File: src/hdl/fip_pkg.sv
// Package for the frame interval profiler: payload structs, codes, constants.
// No dependencies; used by every module under hdl.
`default_nettype none
package fip_pkg;
    localparam int WindowFramesDefault = 128;
    localparam logic [31:0] LimitFastReset = 32'd17000000;
    localparam logic [31:0] LimitMidReset  = 32'd33000000;
    localparam logic [31:0] LimitLowReset  = 32'd50000000;
    localparam logic [31:0] LimitSlowReset = 32'd100000000;

    localparam logic [1:0] CfgFast = 2'd0;
    localparam logic [1:0] CfgMid  = 2'd1;
    localparam logic [1:0] CfgLow  = 2'd2;
    localparam logic [1:0] CfgSlow = 2'd3;

    localparam logic [1:0] KindNone    = 2'd0;
    localparam logic [1:0] KindWindow  = 2'd1;
    localparam logic [1:0] KindSession = 2'd2;

    typedef struct packed {
        logic        req_type;
        logic        present_ok;
        logic [63:0] time_ns;
    } in_item_t;

    typedef struct packed {
        logic [1:0]  report_kind;
        logic [31:0] frame_count;
        logic [63:0] avg_interval;
        logic [63:0] peak_interval;
        logic [31:0] failure_count;
        logic [31:0] count_fast;
        logic [31:0] count_mid;
        logic [31:0] count_low;
        logic [31:0] count_slow;
        logic [31:0] count_idle;
    } out_item_t;

    // Report waiting for its mean: sum and divisor travel with it.
    typedef struct packed {
        out_item_t   rep;
        logic [63:0] sum;
        logic [31:0] samples;
    } job_t;

    typedef enum logic [1:0] { DIV_IDLE, DIV_RUN, DIV_DONE } div_state_t;
endpackage
`default_nettype wire

File: src/hdl/fip_front.sv
// Front part: accumulates window and session statistics, builds reports.
// Depends on fip_pkg.
`default_nettype none
module fip_front
    import fip_pkg::*;
#(
    parameter int WINDOW_FRAMES = WindowFramesDefault
)(
    input  wire logic        clk,
    input  wire logic        rst_n,
    input  wire logic        item_valid,
    input  wire in_item_t    item,
    output logic             item_ready,
    input  wire logic [31:0] limit_fast,
    input  wire logic [31:0] limit_mid,
    input  wire logic [31:0] limit_low,
    input  wire logic [31:0] limit_slow,
    output logic             job_valid,
    output job_t             job,
    input  wire logic        job_ready
);
    localparam int NB = 5;

    logic [63:0] last_time_reg, last_time_next;
    logic        have_last_reg, have_last_next;
    logic [63:0] win_sum_reg, win_sum_next, win_max_reg, win_max_next;
    logic [12:0] win_frames_reg, win_frames_next;
    logic [31:0] win_fail_reg, win_fail_next;
    logic [12:0] win_b_reg [NB];
    logic [12:0] win_b_next [NB];
    logic [63:0] ses_sum_reg, ses_sum_next, ses_max_reg, ses_max_next;
    logic [31:0] ses_frames_reg, ses_frames_next, ses_fail_reg, ses_fail_next;
    logic [31:0] ses_b_reg [NB];
    logic [31:0] ses_b_next [NB];

    logic [63:0] dt;
    logic [2:0]  bkt;
    logic        fire;
    logic [12:0] wf_inc;
    logic [63:0] ws_new, wm_new;
    logic [12:0] wb_new [NB];
    job_t        job_c;
    logic        job_emit;

    assign item_ready = job_ready;
    assign fire = item_valid && item_ready;
    assign dt = item.time_ns - last_time_reg;

    // Bucket select: first limit at or above the interval
    always_comb
    begin
        if (dt <= {32'd0, limit_fast})      bkt = 3'd0;
        else if (dt <= {32'd0, limit_mid})  bkt = 3'd1;
        else if (dt <= {32'd0, limit_low})  bkt = 3'd2;
        else if (dt <= {32'd0, limit_slow}) bkt = 3'd3;
        else                                bkt = 3'd4;
    end

    // State update and report build
    always_comb
    begin
        last_time_next  = last_time_reg;
        have_last_next  = have_last_reg;
        win_sum_next    = win_sum_reg;
        win_max_next    = win_max_reg;
        win_frames_next = win_frames_reg;
        win_fail_next   = win_fail_reg;
        ses_sum_next    = ses_sum_reg;
        ses_max_next    = ses_max_reg;
        ses_frames_next = ses_frames_reg;
        ses_fail_next   = ses_fail_reg;
        ws_new = win_sum_reg;
        wm_new = win_max_reg;
        wf_inc = win_frames_reg + 13'd1;
        for (int i = 0; i < NB; i++)
        begin
            win_b_next[i] = win_b_reg[i];
            ses_b_next[i] = ses_b_reg[i];
            wb_new[i]     = win_b_reg[i];
        end
        job_c    = '0;
        job_emit = 1'b0;
        if (have_last_reg)
        begin
            ws_new = win_sum_reg + dt;
            wm_new = (dt > win_max_reg) ? dt : win_max_reg;
            for (int i = 0; i < NB; i++)
                if (bkt == 3'(i))
                    wb_new[i] = win_b_reg[i] + 13'd1;
        end
        if (item.req_type)
        begin
            job_c.rep.frame_count   = ses_frames_reg + {19'd0, win_frames_reg};
            job_c.sum               = ses_sum_reg + win_sum_reg;
            job_c.rep.peak_interval = (win_max_reg > ses_max_reg) ? win_max_reg : ses_max_reg;
            job_c.rep.failure_count = ses_fail_reg + win_fail_reg;
            job_c.rep.count_fast    = ses_b_reg[0] + {19'd0, win_b_reg[0]};
            job_c.rep.count_mid     = ses_b_reg[1] + {19'd0, win_b_reg[1]};
            job_c.rep.count_low     = ses_b_reg[2] + {19'd0, win_b_reg[2]};
            job_c.rep.count_slow    = ses_b_reg[3] + {19'd0, win_b_reg[3]};
            job_c.rep.count_idle    = ses_b_reg[4] + {19'd0, win_b_reg[4]};
            if (job_c.rep.frame_count != 32'd0)
                job_c.rep.report_kind = KindSession;
            else
                job_c = '0;
        end
        else if (!item.present_ok)
        begin
            win_fail_next = win_fail_reg + 32'd1;
        end
        else
        begin
            last_time_next = item.time_ns;
            have_last_next = 1'b1;
            if (wf_inc >= 13'(WINDOW_FRAMES))
            begin
                job_c.rep.report_kind   = KindWindow;
                job_c.rep.frame_count   = {19'd0, wf_inc};
                job_c.sum               = ws_new;
                job_c.rep.peak_interval = wm_new;
                job_c.rep.failure_count = win_fail_reg;
                job_c.rep.count_fast    = {19'd0, wb_new[0]};
                job_c.rep.count_mid     = {19'd0, wb_new[1]};
                job_c.rep.count_low     = {19'd0, wb_new[2]};
                job_c.rep.count_slow    = {19'd0, wb_new[3]};
                job_c.rep.count_idle    = {19'd0, wb_new[4]};
                ses_sum_next    = ses_sum_reg + ws_new;
                ses_max_next    = (wm_new > ses_max_reg) ? wm_new : ses_max_reg;
                ses_frames_next = ses_frames_reg + {19'd0, wf_inc};
                ses_fail_next   = ses_fail_reg + win_fail_reg;
                for (int i = 0; i < NB; i++)
                begin
                    ses_b_next[i] = ses_b_reg[i] + {19'd0, wb_new[i]};
                    win_b_next[i] = '0;
                end
                win_sum_next    = '0;
                win_max_next    = '0;
                win_frames_next = '0;
                win_fail_next   = '0;
            end
            else
            begin
                win_sum_next    = ws_new;
                win_max_next    = wm_new;
                win_frames_next = wf_inc;
                for (int i = 0; i < NB; i++)
                    win_b_next[i] = wb_new[i];
            end
        end
        // samples = frames-1 when sum is nonzero
        job_c.samples = (job_c.sum != 64'd0) ? job_c.rep.frame_count - 32'd1
                                             : job_c.rep.frame_count;
        job_emit = 1'b1;
    end

    // State registers
    always_ff @(posedge clk or negedge rst_n)
    begin
        if (!rst_n)
        begin
            last_time_reg  <= '0;
            have_last_reg  <= 1'b0;
            win_sum_reg    <= '0;
            win_max_reg    <= '0;
            win_frames_reg <= '0;
            win_fail_reg   <= '0;
            ses_sum_reg    <= '0;
            ses_max_reg    <= '0;
            ses_frames_reg <= '0;
            ses_fail_reg   <= '0;
            for (int i = 0; i < NB; i++)
            begin
                win_b_reg[i] <= '0;
                ses_b_reg[i] <= '0;
            end
        end
        else if (fire)
        begin
            last_time_reg  <= last_time_next;
            have_last_reg  <= have_last_next;
            win_sum_reg    <= win_sum_next;
            win_max_reg    <= win_max_next;
            win_frames_reg <= win_frames_next;
            win_fail_reg   <= win_fail_next;
            ses_sum_reg    <= ses_sum_next;
            ses_max_reg    <= ses_max_next;
            ses_frames_reg <= ses_frames_next;
            ses_fail_reg   <= ses_fail_next;
            for (int i = 0; i < NB; i++)
            begin
                win_b_reg[i] <= win_b_next[i];
                ses_b_reg[i] <= ses_b_next[i];
            end
        end
    end

    // Every item yields one job toward the back part
    assign job_valid = fire && job_emit;
    assign job = job_c;

    // Window frame count never reaches the window size between items
    a_win_bound: assert property (@(posedge clk) disable iff (!rst_n)
        win_frames_reg < 13'(WINDOW_FRAMES))
        else $error("window frame count overflow");
    a_have_last: assert property (@(posedge clk) disable iff (!rst_n)
        fire && !item.req_type && item.present_ok |=> have_last_reg)
        else $error("have_last not set after present");
    a_summary_quiet: assert property (@(posedge clk) disable iff (!rst_n)
        fire && item.req_type |=> $stable(win_frames_reg) && $stable(ses_frames_reg))
        else $error("summary changed state");
endmodule
`default_nettype wire

File: src/hdl/fip_queue.sv
// Short job queue between front and back parts.
// Depends on fip_pkg.
`default_nettype none
module fip_queue
    import fip_pkg::*;
#(
    parameter int DEPTH = 2
)(
    input  wire logic clk,
    input  wire logic rst_n,
    input  wire logic wr_valid,
    input  wire job_t wr_data,
    output logic      wr_ready,
    output logic      rd_valid,
    output job_t      rd_data,
    input  wire logic rd_ready
);
    localparam int AW = (DEPTH > 1) ? $clog2(DEPTH) : 1;

    job_t            mem_reg [DEPTH];
    logic [AW-1:0]   wp_reg, rp_reg;
    logic [AW:0]     cnt_reg;
    logic            wr_fire, rd_fire;

    assign wr_ready = cnt_reg != (AW+1)'(DEPTH);
    assign rd_valid = cnt_reg != '0;
    assign wr_fire  = wr_valid && wr_ready;
    assign rd_fire  = rd_valid && rd_ready;
    assign rd_data  = mem_reg[rp_reg];

    // Storage
    always_ff @(posedge clk)
    begin
        if (wr_fire)
            mem_reg[wp_reg] <= wr_data;
    end

    // Pointers and count
    always_ff @(posedge clk or negedge rst_n)
    begin
        if (!rst_n)
        begin
            wp_reg  <= '0;
            rp_reg  <= '0;
            cnt_reg <= '0;
        end
        else
        begin
            if (wr_fire)
                wp_reg <= (wp_reg == AW'(DEPTH-1)) ? '0 : wp_reg + AW'(1);
            if (rd_fire)
                rp_reg <= (rp_reg == AW'(DEPTH-1)) ? '0 : rp_reg + AW'(1);
            cnt_reg <= cnt_reg + (AW+1)'(wr_fire) - (AW+1)'(rd_fire);
        end
    end

    a_cnt: assert property (@(posedge clk) disable iff (!rst_n)
        cnt_reg <= (AW+1)'(DEPTH))
        else $error("queue count overflow");
    a_move: assert property (@(posedge clk) disable iff (!rst_n)
        wr_fire && !rd_fire |=> cnt_reg == $past(cnt_reg) + (AW+1)'(1))
        else $error("queue count mismatch");
    a_rd: assert property (@(posedge clk) disable iff (!rst_n)
        rd_fire && !wr_fire |=> cnt_reg == $past(cnt_reg) - (AW+1)'(1))
        else $error("queue count mismatch");
endmodule
`default_nettype wire

File: src/hdl/fip_back.sv
// Back part: radix-2 restoring divide for the mean, then output register.
// Depends on fip_pkg.
`default_nettype none
module fip_back
    import fip_pkg::*;
(
    input  wire logic clk,
    input  wire logic rst_n,
    input  wire logic job_valid,
    input  wire job_t job,
    output logic      job_ready,
    output logic      empty,
    output out_item_t result,
    input  wire logic pop
);
    div_state_t  state_reg, state_next;
    out_item_t   rep_reg;
    logic [63:0] quo_reg, quo_next;
    logic [32:0] rem_reg, rem_next;
    logic [31:0] den_reg;
    logic [5:0]  step_reg;
    logic [32:0] trial;
    logic        take;

    // Next state
    always_comb
    begin
        state_next = state_reg;
        case (state_reg)
            DIV_IDLE: if (job_valid) state_next = DIV_RUN;
            DIV_RUN:  if (step_reg == 6'd63) state_next = DIV_DONE;
            DIV_DONE: if (pop) state_next = DIV_IDLE;
            default:  state_next = DIV_IDLE;
        endcase
    end

    // Outputs
    always_comb
    begin
        job_ready = 1'b0;
        empty     = 1'b1;
        case (state_reg)
            DIV_IDLE: job_ready = 1'b1;
            DIV_DONE: empty = 1'b0;
            default:  ;
        endcase
    end

    // One quotient bit per cycle
    assign trial = {rem_reg[31:0], quo_reg[63]};
    assign take  = trial >= {1'b0, den_reg};
    assign rem_next = take ? trial - {1'b0, den_reg} : trial;
    assign quo_next = {quo_reg[62:0], take};

    always_comb
    begin
        result = rep_reg;
        result.avg_interval = (den_reg == 32'd0) ? 64'd0 : quo_reg;
    end

    always_ff @(posedge clk or negedge rst_n)
    begin
        if (!rst_n)
        begin
            state_reg <= DIV_IDLE;
            step_reg  <= '0;
        end
        else
        begin
            state_reg <= state_next;
            if (state_reg == DIV_RUN)
                step_reg <= step_reg + 6'd1;
            else
                step_reg <= '0;
        end
    end

    always_ff @(posedge clk)
    begin
        if (state_reg == DIV_IDLE && job_valid)
        begin
            rep_reg <= job.rep;
            quo_reg <= job.sum;
            rem_reg <= '0;
            den_reg <= job.samples;
        end
        else if (state_reg == DIV_RUN)
        begin
            quo_reg <= quo_next;
            rem_reg <= rem_next;
        end
    end

    a_len: assert property (@(posedge clk) disable iff (!rst_n)
        state_reg == DIV_RUN && step_reg == 6'd63 |=> state_reg == DIV_DONE)
        else $error("divide length wrong");
    a_hold: assert property (@(posedge clk) disable iff (!rst_n)
        state_reg == DIV_DONE && !pop |=> state_reg == DIV_DONE)
        else $error("result dropped");
    a_rem: assert property (@(posedge clk) disable iff (!rst_n)
        state_reg == DIV_RUN |-> rem_reg < {1'b0, den_reg} || den_reg == 32'd0)
        else $error("remainder out of range");
endmodule
`default_nettype wire

File: src/hdl/frame_interval_profiler.sv
// Frame interval profiler top: config registers, front, queue, back.
// The mean comes from a 64-step divide in the back part.
// The bit-serial divider takes one job at a time; the two-entry queue lets
// the front take items while a divide runs, until the queue is full.
// Reset: asynchronous, active low; clears all statistics and loads the limits.
// Depends on fip_pkg, fip_front, fip_queue, fip_back.
`default_nettype none
module frame_interval_profiler
    import fip_pkg::*;
#(
    parameter int WINDOW_FRAMES = WindowFramesDefault
)(
    input  wire logic        clk,
    input  wire logic        rst_n,
    input  wire logic        push,
    output logic             full,
    input  wire in_item_t    in_item,
    output logic             empty,
    input  wire logic        pop,
    output out_item_t        out_item,
    input  wire logic        cfg_valid,
    output logic             cfg_ready,
    input  wire logic [1:0]  cfg_index,
    input  wire logic [31:0] cfg_data
);
    logic [31:0] lim_fast_reg, lim_mid_reg, lim_low_reg, lim_slow_reg;
    logic        f_ready, j_valid, j_ready, b_valid, b_ready;
    job_t        j_data, b_data;

    assign cfg_ready = 1'b1;
    assign full = !f_ready;

    // Configuration registers
    always_ff @(posedge clk or negedge rst_n)
    begin
        if (!rst_n)
        begin
            lim_fast_reg <= LimitFastReset;
            lim_mid_reg  <= LimitMidReset;
            lim_low_reg  <= LimitLowReset;
            lim_slow_reg <= LimitSlowReset;
        end
        else if (cfg_valid)
        begin
            case (cfg_index)
                CfgFast: lim_fast_reg <= cfg_data;
                CfgMid:  lim_mid_reg  <= cfg_data;
                CfgLow:  lim_low_reg  <= cfg_data;
                CfgSlow: lim_slow_reg <= cfg_data;
                default: ;
            endcase
        end
    end

    fip_front #(.WINDOW_FRAMES(WINDOW_FRAMES)) u_front (
        .clk, .rst_n,
        .item_valid(push), .item(in_item), .item_ready(f_ready),
        .limit_fast(lim_fast_reg), .limit_mid(lim_mid_reg),
        .limit_low(lim_low_reg), .limit_slow(lim_slow_reg),
        .job_valid(j_valid), .job(j_data), .job_ready(j_ready)
    );

    fip_queue #(.DEPTH(2)) u_queue (
        .clk, .rst_n,
        .wr_valid(j_valid), .wr_data(j_data), .wr_ready(j_ready),
        .rd_valid(b_valid), .rd_data(b_data), .rd_ready(b_ready)
    );

    fip_back u_back (
        .clk, .rst_n,
        .job_valid(b_valid), .job(b_data), .job_ready(b_ready),
        .empty, .result(out_item), .pop
    );
endmodule
`default_nettype wire

File: config.mk
export PLATFORM = sky130hd
export DESIGN_NAME = frame_interval_profiler
export DESIGN_NICKNAME = d
export VERILOG_FILES = /design/src/hdl/fip_pkg.sv /design/src/hdl/fip_front.sv /design/src/hdl/fip_queue.sv /design/src/hdl/fip_back.sv /design/src/hdl/frame_interval_profiler.sv
export SDC_FILE = /design/constraint.sdc
export NUM_CORES = 2
export LEC_CHECK = 0
export ABC_CLOCK_PERIOD_IN_PS = 39800
export BUFFER_PORTS_ARGS = -buffer_cell sky130_fd_sc_hd__buf_2
export CAP_MARGIN = 20
export CORE_MARGIN = 2
export CORE_UTILIZATION = 33
export CTS_CLUSTER_SIZE = 10
export DETAILED_ROUTE_END_ITERATION = 7
export PLACE_DENSITY_LB_ADDON = 0.2
export SYNTH_ARGS = -nofsm -noshare
export SYNTH_HDL_FRONTEND = slang
export SYNTH_HIERARCHICAL = 1
export SYNTH_SLANG_ARGS = --single-unit
export TNS_END_PERCENT = 30
File: constraint.sdc
create_clock -name clk -period 39.8 [get_ports clk]
set_input_delay 1.99 -clock clk [delete_from_list [all_inputs] [get_ports clk]]
set_output_delay 1.99 -clock clk [all_outputs]
set_load 0.01 [all_outputs]
=== Word-level counts from Yosys, hierarchy flattened ===
Memories as Yosys holds them, arrays and structs flattened.
Cells that the tools add are included.

* Add/subtract/negate cells: 31
* $lt $le $gt $ge: 9
* Equal/unequal tests: 15
* Muxes and demuxes: 45
* Bitwise gates (word level): 1
* Reductions and logical operators: 22

{| class="wikitable"
|+ Operator list
! cell !! number
|-
| 320-bit 2-to-1 mux || 3
|-
| 64-bit 2-to-1 mux || 10
|-
| 448-bit 2-to-1 mux || 1
|-
| 32-bit by 13-bit adder with 32-bit output || 12
|-
| 64-bit by 32-bit less-or-equal comparator with 1-bit output || 4
|-
| 64-bit adder || 3
|-
| 64-bit greater-than comparator || 3
|-
| 65-bit 2-to-1 mux || 2
|-
| 32-bit 2-to-1 mux || 4
|-
| 13-bit by 1-bit adder with 13-bit output, second input constant || 6
|-
| 13-bit 2-to-1 mux || 6
|-
| 34-bit 2-to-1 mux || 2
|-
| 64-bit nonzero test || 1
|-
| 64-bit subtractor || 1
|-
| 33-bit by 32-bit >= comparator with 1-bit output || 1
|-
| 33-bit 2-to-1 mux || 1
|-
| 32-bit by 1-bit adder with 32-bit output, second input constant || 1
|-
| 32-bit adder || 1
|-
| 32-bit zero test || 1
|-
| 32-bit nonzero test || 1
|-
| 32-bit by 1-bit subtractor with 32-bit output, second input constant || 1
|-
| 32-bit subtractor || 1
|-
| 13-bit by 8-bit >= comparator with 1-bit output, second input constant || 1
|-
| 3-bit 2-to-1 mux || 4
|-
| other kinds (26) || 52
|}

* Register bits: 1213
* RAM bits: 900
* Bits of input ports: 105
* Output and inout port bits: 357
* Memories: 1

{| class="wikitable"
|+ Memories
! memory !! depth !! bits a word !! rd ports !! clocked after memory_dff !! write ports !! RTL line !! source
|-
| u_queue.mem_reg || 2 || 450 || 1 || 0 || 1 || fip_queue.sv:20 || <nowiki>job_t mem_reg [DEPTH];</nowiki>
|}

=== Depth between registers and ports, before layout ===
* Word-level depth: 14
* Depth in mapped cells: 49
* Gate-level depth less buffers: 47

=== Hierarchy ===
The synthesis kept the hierarchy.

{| class="wikitable"
|+ Modules (own cells, without submodules)
! module !! times used !! cells each !! area an instance (µm²) !! seq. area each (µm²)
|-
| fip_front || 1 || 8236 || 65237.6 || 16390.7
|-
| fip_queue || 1 || 1422 || 34346.7 || 27126.0
|-
| fip_back || 1 || 1172 || 16544.6 || 12431.9
|-
| frame_interval_profiler || 1 || 275 || 4814.6 || 3258.1
|}

=== Worst setup path after synthesis ===
OpenSTA, ideal clock, no wires.

* Path type: input to register
* Start: input port push
* End: memory u_queue/mem_reg[0][0] (netlist name) (enable)
* Library setup time: 1272 ps
* Data arrival time: 20956 ps
* Path slack: 17571 ps
* Stages: 4
* Cells stage by stage: nand2_1 -> inv_1 -> nand2_1 -> nor2_1

* Cells in the longest elaborated chain, start to end: 4

{| class="wikitable"
|+ Ends and longest elaborated chain
! item !! RTL line !! source
|-
| start: declaration || frame_interval_profiler.sv:15 || <nowiki>input wire logic push,</nowiki>
|-
| 1-bit logical AND || fip_front.sv:46 || <nowiki>assign fire = item_valid && item_ready;</nowiki>
|-
| named net j_valid || frame_interval_profiler.sv:27 || <nowiki>logic f_ready, j_valid, j_ready, b_valid, b_ready;</nowiki>
|-
| 1-bit logical AND || fip_queue.sv:27 || <nowiki>assign wr_fire = wr_valid && wr_ready;</nowiki>
|-
| 1-bit 2-to-1 mux || fip_queue.sv:34 || <nowiki>if (wr_fire)</nowiki>
|-
| 1-bit 2-to-1 mux (not written as such) || fip_queue.sv:35 || <nowiki>mem_reg[wp_reg] <= wr_data;</nowiki>
|-
| end: declaration || fip_queue.sv:20 ||
|}

The timed path passes the listed nets, and every way through them passes these cells.

=== Final worst setup path ===
* Start: input port in_item[8] (netlist name)
* End: register u_front.ses_max_reg[35]

* Cells in the longest elaborated chain, start to end: 6

{| class="wikitable"
|+ Ends and longest elaborated chain
! item !! RTL line !! source
|-
| start: declaration || frame_interval_profiler.sv:17 || <nowiki>input wire in_item_t in_item,</nowiki>
|-
| 64-bit subtractor * || fip_front.sv:47 || <nowiki>assign dt = item.time_ns - last_time_reg;</nowiki>
|-
| 64-bit greater-than comparator || fip_front.sv:86 || <nowiki>wm_new = (dt > win_max_reg) ? dt : win_max_reg;</nowiki>
|-
| 64-bit 2-to-1 mux * || fip_front.sv:86 ||
|-
| 64-bit 2-to-1 mux * || fip_front.sv:83 || <nowiki>if (have_last_reg)</nowiki>
|-
| named net u_front.wm_new[49] || fip_front.sv:40 || <nowiki>logic [63:0] ws_new, wm_new;</nowiki>
|-
| 64-bit greater-than comparator * || fip_front.sv:128 || <nowiki>ses_max_next = (wm_new > ses_max_reg) ? wm_new : ses_max_reg;</nowiki>
|-
| 5-bit AND reduction (no source line) * || -- ||
|-
| end signal: assignment || fip_front.sv:186 || <nowiki>ses_max_reg <= ses_max_next;</nowiki>
|-
| end: declaration || fip_front.sv:31 || <nowiki>logic [63:0] ses_sum_reg, ses_sum_next, ses_max_reg, ses_max_next;</nowiki>
|}

Mark *: on every way through the listed nets, which the timed path passes. The rest lies on a longest branch.
A chain may end at the register's enable or synchronous reset.

==> results.tsv <==
stage	metric	value	unit
power	internal-power	7010	µW
global_routing	grt-ovfl-total	0	
drt	routed_via_density	5.22	
worst_setup_path	path_class	input pin to register	
timing	tightestPinTransition	1210	ps
global_routing	grt_max_degree	151	
worst_setup_path	cpLargestDelayFamily	compound AO/OA/AOI/OAI gates	
layout	area.growth.synth_to_final	13.1	%
drt	postRouteAntennaNets	0	
power	seqPwrFrac	0.265	
flow_run	cap_violations	0	
timing	maxSlewHeadroom	0.195	
timing	min_period	11650	ps
clock_network	htreeDepth	4	
worst_setup_path	crit_buf_inv	5	
layout	drive_gt1_frac	0.139	
drt	via_count	83900	
timing	rsz0062_at_grt	no	
worst_setup_path	cp_data_required_time	40530	ps
synthesis	syn_nets	11800	
timing	finClkSkew	108	ps
global_routing	antenna_found_initial	45	
drt	dr.pass1.iters	6	
synthesis	synth_warnings	6	
clock_network	ctsRootBufferMaster	clkbuf_16	
worst_setup_path	critical-path-max-stage-delay	700	ps
floorplan	num_rows	217	
clock_network	postCtsHoldBufs	0	
power	power.density	96.5	mW/mm²
clock_network	cts_tree	built	
placed_design	io_buffers	460	
timing	final_max_slew_viol_count	0	
worst_setup_path	reg2reg_setup_slack	28930	ps
floorplan	dieArea	0.355	mm²
drt	drt_iter0_markers	5827	
power	pwr-share-clk	0.171	
drt	routed_wl	348000	µm
clock_network	post_cts_buffers	0	
clock_network	numCtsBuffers	243	
timing	setup_viol	0	
timing	max_freq	85.8	MHz
floorplan	die_y	596	µm
worst_setup_path	path_common_cell	a21oi_1	
global_routing	grt_pass1_wl	527000	µm
power	p_sw_frac	0.444	
synthesis	synth_area_per_cell	10.7	µm²
power	switchingPower	5600	µW
timing	hold_viol_final	0	
synthesis	synth.cell_area	0.116	mm²
synthesis	netlist_instances	10800	
worst_setup_path	worst_path_max_delay_cell	or4_1	
drt	drc	0	
worst_hold_path	min_path_type	register to register	
placed_design	postPlaceCellArea	0.123	mm²
global_routing	grt_usage	0.191	
worst_setup_path	crit_path_end_kind	register	
placed_design	dp_hpwl	250000	µm
timing	period_share	0.293	
floorplan	initial_core_util	0.331	
clock_network	clkTransAtPathRegs	60	ps
layout	nFillCells	34300	
clock_network	clockBufferDepth	4	
floorplan	die-width	596	µm
power	peakVddDrop	0.0000487	V
clock_network	ctsResizeCount	0	
layout	largest_reg_flops	772	
floorplan	io_pins	462	
power	pwr-share-comb	0.564	
placed_design	routabilityCongestion	0.900	
run_status	outcome	finished, final reports clean	
clock_network	cts.sinks	1985	
layout	nNetsFinal	12200	
clock_network	insertion_delay	990	ps
worst_setup_path	worstPathMaxFanout	64	
floorplan	core_area	0.349	mm²
layout	final_area	0.131	mm²
power	p_leak	0.0562	µW
worst_setup_path	critPathLaunchType	input pin	
timing	tns	0	ps
global_routing	grt_pass1_vias	83800	
worst_setup_path	arrival	12390	ps
drt	wl_per_cell	21.7	µm
==> through the flow <==
stage	hold slack [ps]	cells	power, µW	utilization	setup slack [ps]
after CTS	454	16100	12700	0.374	28180
after detailed placement	458	15600	10400	0.352	27240
after floorplan	433	10800	8370	-	20340
after global placement	443	15600	10400	0.352	27080
final	467	16100	12600	0.375	28150
after global routing	467	16100	13600	0.374	27270
==> area by class of cell <==
type	count	area, µm²	share of cell area
Antenna cell	11	27.5	0.000211
Timing Repair Buffer	598	3460	0.0264
Tap cell	4599	5750	0.0440
Sequential cell	1985	55400	0.424
Inverter	747	2820	0.0216
Multi-Input combinational cell	7665	55600	0.426
Clock inverter	54	648	0.00496
Clock buffer	405	6990	0.0535
==> worst paths after layout <==
check / from / endpoint / cells after the start
worst max-delay path: in_item[8] / u_front/ses_max_reg[35] / 40
worst min-delay path: u_back/step_reg[0] / u_back/step_reg[0] / 1
worst max register to register: u_front/last_time_reg[8] / u_front/ses_max_reg[35] / 40
worst min register to register: u_back/step_reg[0] / u_back/step_reg[0] / 1
max in group asynchronous: rst_n / u_front/ses_fail_reg[20] / 7
min in group asynchronous: rst_n / u_front/win_max_reg[38] / 1
==> layout by cell type (no fill, tap or decap), drive strengths merged, types with 19 or more instances in the layout <==
master	n
mux2	524
and2	62
buf	598
dfrtp	751
a22o	78
a21oi	607
xnor2	418
o22ai	179
edfxtp	1158
clkbuf	405
o21ai	791
or3	65
nor3	127
or2	28
and4	28
nor2b	180
inv	752
a21o	280
o2bb2ai	19
dfstp	44
o211ai	33
dfxtp	32
and3	99
mux2i	178
nor2	507
ha	801
nand3	200
xor2	290
clkinv	38
o31ai	63
nand4	207
a31oi	61
nor4	78
a21boi	29
o21a	88
nand2b	109
a211oi	56
nand2	1102
o21bai	83
==> power by group through the flow <==
| stage | sequential [µW] | clock, µW | combinational [µW] |
|---|---|---|---|
| 4_1_cts | 3350 | 2230 | 7100 |
| 5_1_grt | 3410 | 2310 | 7850 |
| 6_report | 3340 | 2150 | 7120 |
| 3_3_place_gp | 3370 | 0 | 6990 |
| 2_1_floorplan | 3430 | 0 | 4940 |
| 3_5_place_dp | 3380 | 0 | 7060 |
==> routing by layer <==
metal / GRT usage / vias to the layer above / part of all wire
met2: 0.306 / 2055 / 0.45
met5: 0 / - / 0.00049
met3: 0.0306 / 561 / 0.052
li1: - / 40100 / -
met4: 0.0545 / 28 / 0.031
met1: 0.266 / 41200 / 0.47
Power figures use the tool's default switching activity.
